==> config.mk <==
export PLATFORM = sky130hd
export DESIGN_NAME = osst_ctrl
export DESIGN_NICKNAME = d
export VERILOG_FILES = /design/src/sv/osst_pkg.sv /design/src/sv/osst_ctrl.sv
export SDC_FILE = /design/constraint.sdc
export NUM_CORES = 1
export LEC_CHECK = 0
export BUFFER_PORTS_ARGS = -buffer_cell sky130_fd_sc_hd__buf_4
export CAP_MARGIN = 20
export CORE_AREA = 2 2 39 41
export CTS_CLUSTER_SIZE = 40
export DETAILED_ROUTE_END_ITERATION = 6
export DIE_AREA = 0 0 41 43
export GPL_ROUTABILITY_DRIVEN = 0
export PLACE_DENSITY = 0.71
export SLEW_MARGIN = 5
export SYNTH_ARGS = -nofsm -noshare
export SYNTH_HDL_FRONTEND = slang
export SYNTH_SLANG_ARGS = --single-unit
==> constraint.sdc <==
create_clock -name i_clk -period 2.1 [get_ports i_clk]
set_input_delay 0.315 -clock i_clk [delete_from_list [all_inputs] [get_ports i_clk]]
set_output_delay 0.315 -clock i_clk [all_outputs]
set_load 0.01 [all_outputs]
==> src/sv/osst_pkg.sv <==
// Package for the ordered set successor table.
// Holds capacity constants, request kind codes and controller/datapath structs.
package osst_pkg;
    localparam int unsigned Capacity = 1024;
    localparam int unsigned AddrW = $clog2(Capacity);
    localparam int unsigned CountW = $clog2(Capacity + 1);

    localparam logic [2:0] KIND_INSERT = 3'd0;
    localparam logic [2:0] KIND_DELETE = 3'd1;
    localparam logic [2:0] KIND_EXISTS = 3'd2;
    localparam logic [2:0] KIND_NEXT = 3'd3;
    localparam logic [2:0] KIND_PREV = 3'd4;

    typedef struct packed {
        logic load;
        logic srch_init;
        logic srch_rd;
        logic srch_step;
        logic shift_init;
        logic shift_rd;
        logic shift_wr;
        logic fin_rd;
        logic fin_load;
        logic wr_key;
        logic cnt_inc;
        logic cnt_dec;
    } t_cmd;

    typedef struct packed {
        logic srch_done;
        logic shift_done;
        logic hit;
        logic full;
        logic [2:0] kind;
    } t_sts;
endpackage

==> src/sv/osst_ctrl.sv <==
// Controller state machine sequencing search, shift and result handoff.
// Depends on osst_pkg.
module osst_ctrl (
    input  logic           i_clk,
    input  logic           i_rst_n,
    input  logic           i_in_valid,
    output logic           o_in_ready,
    output logic           o_out_valid,
    input  logic           i_out_ready,
    output logic           o_full_error,
    input  osst_pkg::t_sts i_sts,
    output osst_pkg::t_cmd o_cmd
);
    import osst_pkg::*;

    localparam logic [3:0] S_IDLE = 4'd0;
    localparam logic [3:0] S_INIT = 4'd1;
    localparam logic [3:0] S_RD = 4'd2;
    localparam logic [3:0] S_STEP = 4'd3;
    localparam logic [3:0] S_CHK_RD = 4'd4;
    localparam logic [3:0] S_CHK = 4'd5;
    localparam logic [3:0] S_SH_RD = 4'd6;
    localparam logic [3:0] S_SH_WR = 4'd7;
    localparam logic [3:0] S_FIN = 4'd8;
    localparam logic [3:0] S_OUT = 4'd9;

    logic [3:0] r_state, n_state;
    logic       r_full, n_full;

    assign o_in_ready = (r_state == S_IDLE);
    assign o_out_valid = (r_state == S_OUT);
    assign o_full_error = r_full;

    always_comb begin
        o_cmd = '0;
        n_state = r_state;
        n_full = r_full;
        unique case (r_state)
            S_IDLE: begin
                if (i_in_valid) begin
                    o_cmd.load = 1'b1;
                    n_full = 1'b0;
                    n_state = S_INIT;
                end
            end
            S_INIT: begin
                o_cmd.srch_init = 1'b1;
                n_state = S_RD;
            end
            S_RD: begin
                if (i_sts.srch_done) begin
                    n_state = S_CHK_RD;
                end else begin
                    o_cmd.srch_rd = 1'b1;
                    n_state = S_STEP;
                end
            end
            S_STEP: begin
                o_cmd.srch_step = 1'b1;
                n_state = S_RD;
            end
            S_CHK_RD: begin
                o_cmd.fin_rd = 1'b1;
                n_state = S_CHK;
            end
            S_CHK: begin
                o_cmd.fin_load = 1'b1;
                n_state = S_OUT;
                if (i_sts.kind == KIND_INSERT && !i_sts.hit) begin
                    if (i_sts.full) begin
                        n_full = 1'b1;
                    end else begin
                        o_cmd.shift_init = 1'b1;
                        o_cmd.cnt_inc = 1'b1;
                        n_state = S_FIN;
                    end
                end else if (i_sts.kind == KIND_DELETE && i_sts.hit) begin
                    o_cmd.shift_init = 1'b1;
                    n_state = S_SH_RD;
                end
            end
            S_SH_RD: begin
                if (i_sts.shift_done) begin
                    if (i_sts.kind == KIND_DELETE) begin
                        o_cmd.cnt_dec = 1'b1;
                    end
                    n_state = S_OUT;
                end else begin
                    o_cmd.shift_rd = 1'b1;
                    n_state = S_SH_WR;
                end
            end
            S_SH_WR: begin
                o_cmd.shift_wr = 1'b1;
                n_state = S_SH_RD;
            end
            S_FIN: begin
                n_state = S_SH_RD;
            end
            S_OUT: begin
                if (i_out_ready) begin
                    n_state = S_IDLE;
                end
            end
            default: n_state = S_IDLE;
        endcase
    end

    always_ff @(posedge i_clk) begin
        if (!i_rst_n) begin
            r_state <= S_IDLE;
            r_full <= 1'b0;
        end else begin
            r_state <= n_state;
            r_full <= n_full;
        end
    end
endmodule

==> Yosys cells after proc, flatten, opt, wreduce, memory -nomap -nowiden <==
Index checks and enable logic that the tools add are counted.
{ "classes": {"mux": 32, "reduce_logical": 10, "n_eq_ne": 14} }
{ "op_table": {"columns": ["operator", "n"], "rows": [
  ["case mux 4 bit (8 select lines)", 1],
  ["two-way mux 1 bit", 24],
  ["two-way mux 4 bit", 5],
  ["== test 4 x 3 -> 1 bit, second input constant", 4],
  ["== test 4 x 2 -> 1 bit, second input constant", 2],
  ["== test 4 bit, second input constant", 2],
  ["inequality test 2 bit, second input constant", 3],
  ["== test 4 x 1 -> 1 bit, second input constant", 1],
  ["logical NOT 4 bit", 1],
  ["AND reduction 4 bit", 1],
  ["OR reduction 2 bit", 2],
  ["== test 3 x 1 -> 1 bit, second input constant", 1],
  ["logical NOT 3 bit", 1],
  ["two-way mux 3 bit", 1],
  ["logical AND 1 bit", 2],
  ["inequality test 2 x 1 -> 1 bit, second input constant", 1],
  ["case mux 1 bit (2 select lines)", 1],
  ["AND reduction 2 bit", 1],
  ["nonzero test 2 bit", 1],
  ["logical NOT 1 bit", 1]
]} }
{ "totals": {"word_cells": 58, "input_bits": 11, "ff_bits": 5} }

==> Depth between registers and ports, before layout <==
{ "depth": {"ltp_word": 5, "ltp_mapped": 5} }

==> Least setup slack after synthesis <==
No wires, ideal clock.
{ "synth_path": {"kind": "register to output", "from": "reg r_state[2]", "to": "out o_cmd[11] (netlist bit)", "stages_incl_launch_ff": 4, "arrival_time_ns": 1.023, "path_slack_ns": 0.762, "cell_sequence": "dfxtp_1 > buf_6 > nor4_4 > and2_1"} }
{ "synth_rtl": {"columns": ["item", "line_no", "source"], "rows": [
  ["start, declared", "osst_ctrl.sv:27", "logic [3:0] r_state, n_state;"],
  ["start signal, assigned", "osst_ctrl.sv:114", "r_state <= n_state;"],
  ["end, declared", "osst_ctrl.sv:12", "output osst_pkg::t_cmd o_cmd"]
]} }

==> summary.md <==
| Metric | Value |
|---|---|
| DRC | `0` |
| Synth top area cells | `dfxtp_1 19%, buf_6 6.4%, nor2_1 5.7%, nand2b_4 5.2%, buf_4 4.3%` |
| First-pass GRT wire length | `1.79 mm` |
| Grt ovf | `0` |
| Worst IR Drop VDD | `391 uV` |
| Drt initial violations | `11` |
| Gr usage total | `15.1%` |
| Final core occ | `50.5%` |
| Clock sink total | `5` |
| Clock tree from TritonCTS | `yes` |
| H-tree depth | `1` |
| Post-synth EDFFs | `0` |
| Max_slew headroom | `65.2%` |
| Max-cap check violation count | `0` |
| TNS Setup | `0 ps` |
| Largest net degree at the start of global routing | `15` |
| Core Footprint | `1380 um^2` |
| Critical path capture point type | `primary output` |
| Vias post-DR | `537` |
| Clk slew on worst S/H paths | `50 ps` |
| Post-Syn Area | `529 um^2` |
| # nets final | `98` |
| Layout cells sized above 1 | `46.5%` |
| WL/cell | `11.8 um` |
| CTS Buffer Depth | `2` |
| Outcome | `finished clean` |
| Antenna Cells | `0` |
| Switching part of the total | `37.5%` |
| Critical Path AT | `1560 ps` |
| Num rows | `14` |
| RSZ-0062 raised after global routing | `no` |
| CTS Buf Count | `3` |
| Leak | `0.307 nW` |
| WL final | `1.21 mm` |
| Cts repair resizes | `0` |
| Vias in the first global route | `448` |
| Post-CTS Setup Bufs | `0` |
| Post-Syn Instances | `64` |
| Net Switching | `0.173 mW` |
| Startpoint types | `flop` |
| Synth Flop Type | `dfxtp_1` |
| Flop pwr share | `32.4%` |
| Syn nets | `75` |
| Slew Viols, Final | `0` |
| Required @ worst endpoint | `1780 ps` |
| Synth top area share | `18.9%` |
| Die Area | `1760 um^2` |
| Final Cycle Share | `89.4%` |
| Die extent in y | `43 um` |
| Cell variety after synth | `35` |
| Setup Skew | `9.03 ps` |
| Worst hold path class | `input pin to flop` |
| Die width | `41 um` |
| Drt pass-1 iters | `4` |
| Largest area contributor in the netlist | `dfxtp_1` |
| Area growth, synth to finish | `32.2%` |
| Pwr Density | `658 nW/um^2` |
| DR vias/cell | `5.26` |
| Avg Cell Area, Syn | `8.27 um^2` |
| # hold bufs at CTS | `0` |
| Post-synth ARST share | `0%` |
| Port Buf Inserts | `24` |
| Power Internal | `0.288 mW` |
| Hold Vio Cnt, Final | `0` |
| Antenna violations before repair | `0` |
| Initial Utilization | `38.2%` |
| Yosys warns | `0` |
| Period minus WS final | `1880 ps` |
| Setup violators final | `0` |
| Detail Placement HPWL | `944 um` |
| Clock root cell | `clkbuf_4` |
| Logic pwr share | `42.7%` |
| Register area share after synthesis | `18.9%` |
| Yosys reg bits | `5` |
| Worst slew pin tran | `522 ps` |
| I/O Pins | `26` |
| Most frequent cell after synthesis | `nor2_1` |
| Antenna viol nets, final | `0` |
| Clk_lat worst skew | `250 ps` |
| Synth top cells by count | `8 x nor2_1, 5 x dfxtp_1, 5 x nand2_1` |
| Clk pwr share | `24.9%` |
| Maximum net fanout on the critical path | `12` |
| Setup CP Type | `flop to primary output` |
| Peak Freq | `0.533 GHz` |
## kinds of logic after synthesis
logic type | share of synthesized area, %
AND/OR/NAND/NOR | 50.4
AO/OA/AOI/OAI | 16.8
buffers and inverters | 11.3
flip-flops | 18.9
multiplexers | 1.89
other | 0.709
## metrics by stage
| stage | hold WS, ps | power [mW] | worst slack (ps) | instance area (um^2) | std cells |
|---|---|---|---|---|---|
| floorplan | 430 | 0.294 | 762 | 529 | 64 |
| global placement | 544 | 0.345 | 531 | 673 | 98 |
| detailed placement | 554 | 0.348 | 487 | 673 | 98 |
| CTS | 320 | 0.466 | 211 | 699 | 102 |
| global route | 322 | 0.493 | 150 | 699 | 102 |
| finish | 324 | 0.460 | 222 | 699 | 102 |
## per-layer routing
layer	GRT usage [%]	share of wire, %	vias up
met5	0	0	-
met4	12.0	1.4	0
met3	1.57	5.6	2
met2	20.9	47	16
met1	20.0	46	243
li1	-	-	276
## power groups by stage
stage	Clock (mW)	Combinational (mW)	Sequential, mW
after CTS	0.118	0.199	0.149
after global placement	0	0.196	0.149
after global routing	0.124	0.216	0.153
after detailed placement	0	0.198	0.150
after floorplan	0	0.176	0.118
final	0.115	0.196	0.149
## worst paths after layout
kind	start	cells past startpoint	end	slack, ps
min reg2reg	o_full_error	2	o_full_error	560
max	r_state[0]	4	o_cmd[0]	220
min	i_rst_n	2	r_state[2]	320
max reg2reg	r_state[2]	4	r_state[2]	690
## cells in the final DEF (no fill, tap or decap), types with 2 or more instances in the layout
cell type	count
buf_4	24
nor2_1	8
nand2_1	5
dfxtp_1	5
nor3_1	4
a21oi_1	3
clkbuf_4	3
nand2b_4	2
nor4_1	2
and3_1	2
nor3_2	2
o21a_1	2
## area by class of cell
type / count / area (um^2)
Clock buffer: 4 / 26.3
Fill cell: 140 / 684
Inverter: 1 / 3.75
Multi-Input combinational cell: 52 / 369
Sequential cell: 5 / 100
Tap cell: 16 / 20.0
Timing Repair Buffer: 24 / 180
## worst max-delay path, stage by stage, from the launching register on
cell     delay (ps)
dfxtp_1         640
nor2_1          120
and4_1          230
and3_1          180
buf_4           140
## registers in the layout (all words and copies together) (netlist names)
register and count:
o_full_error 1, r_state 4
Note: power is estimated with default switching activity, not from simulation.
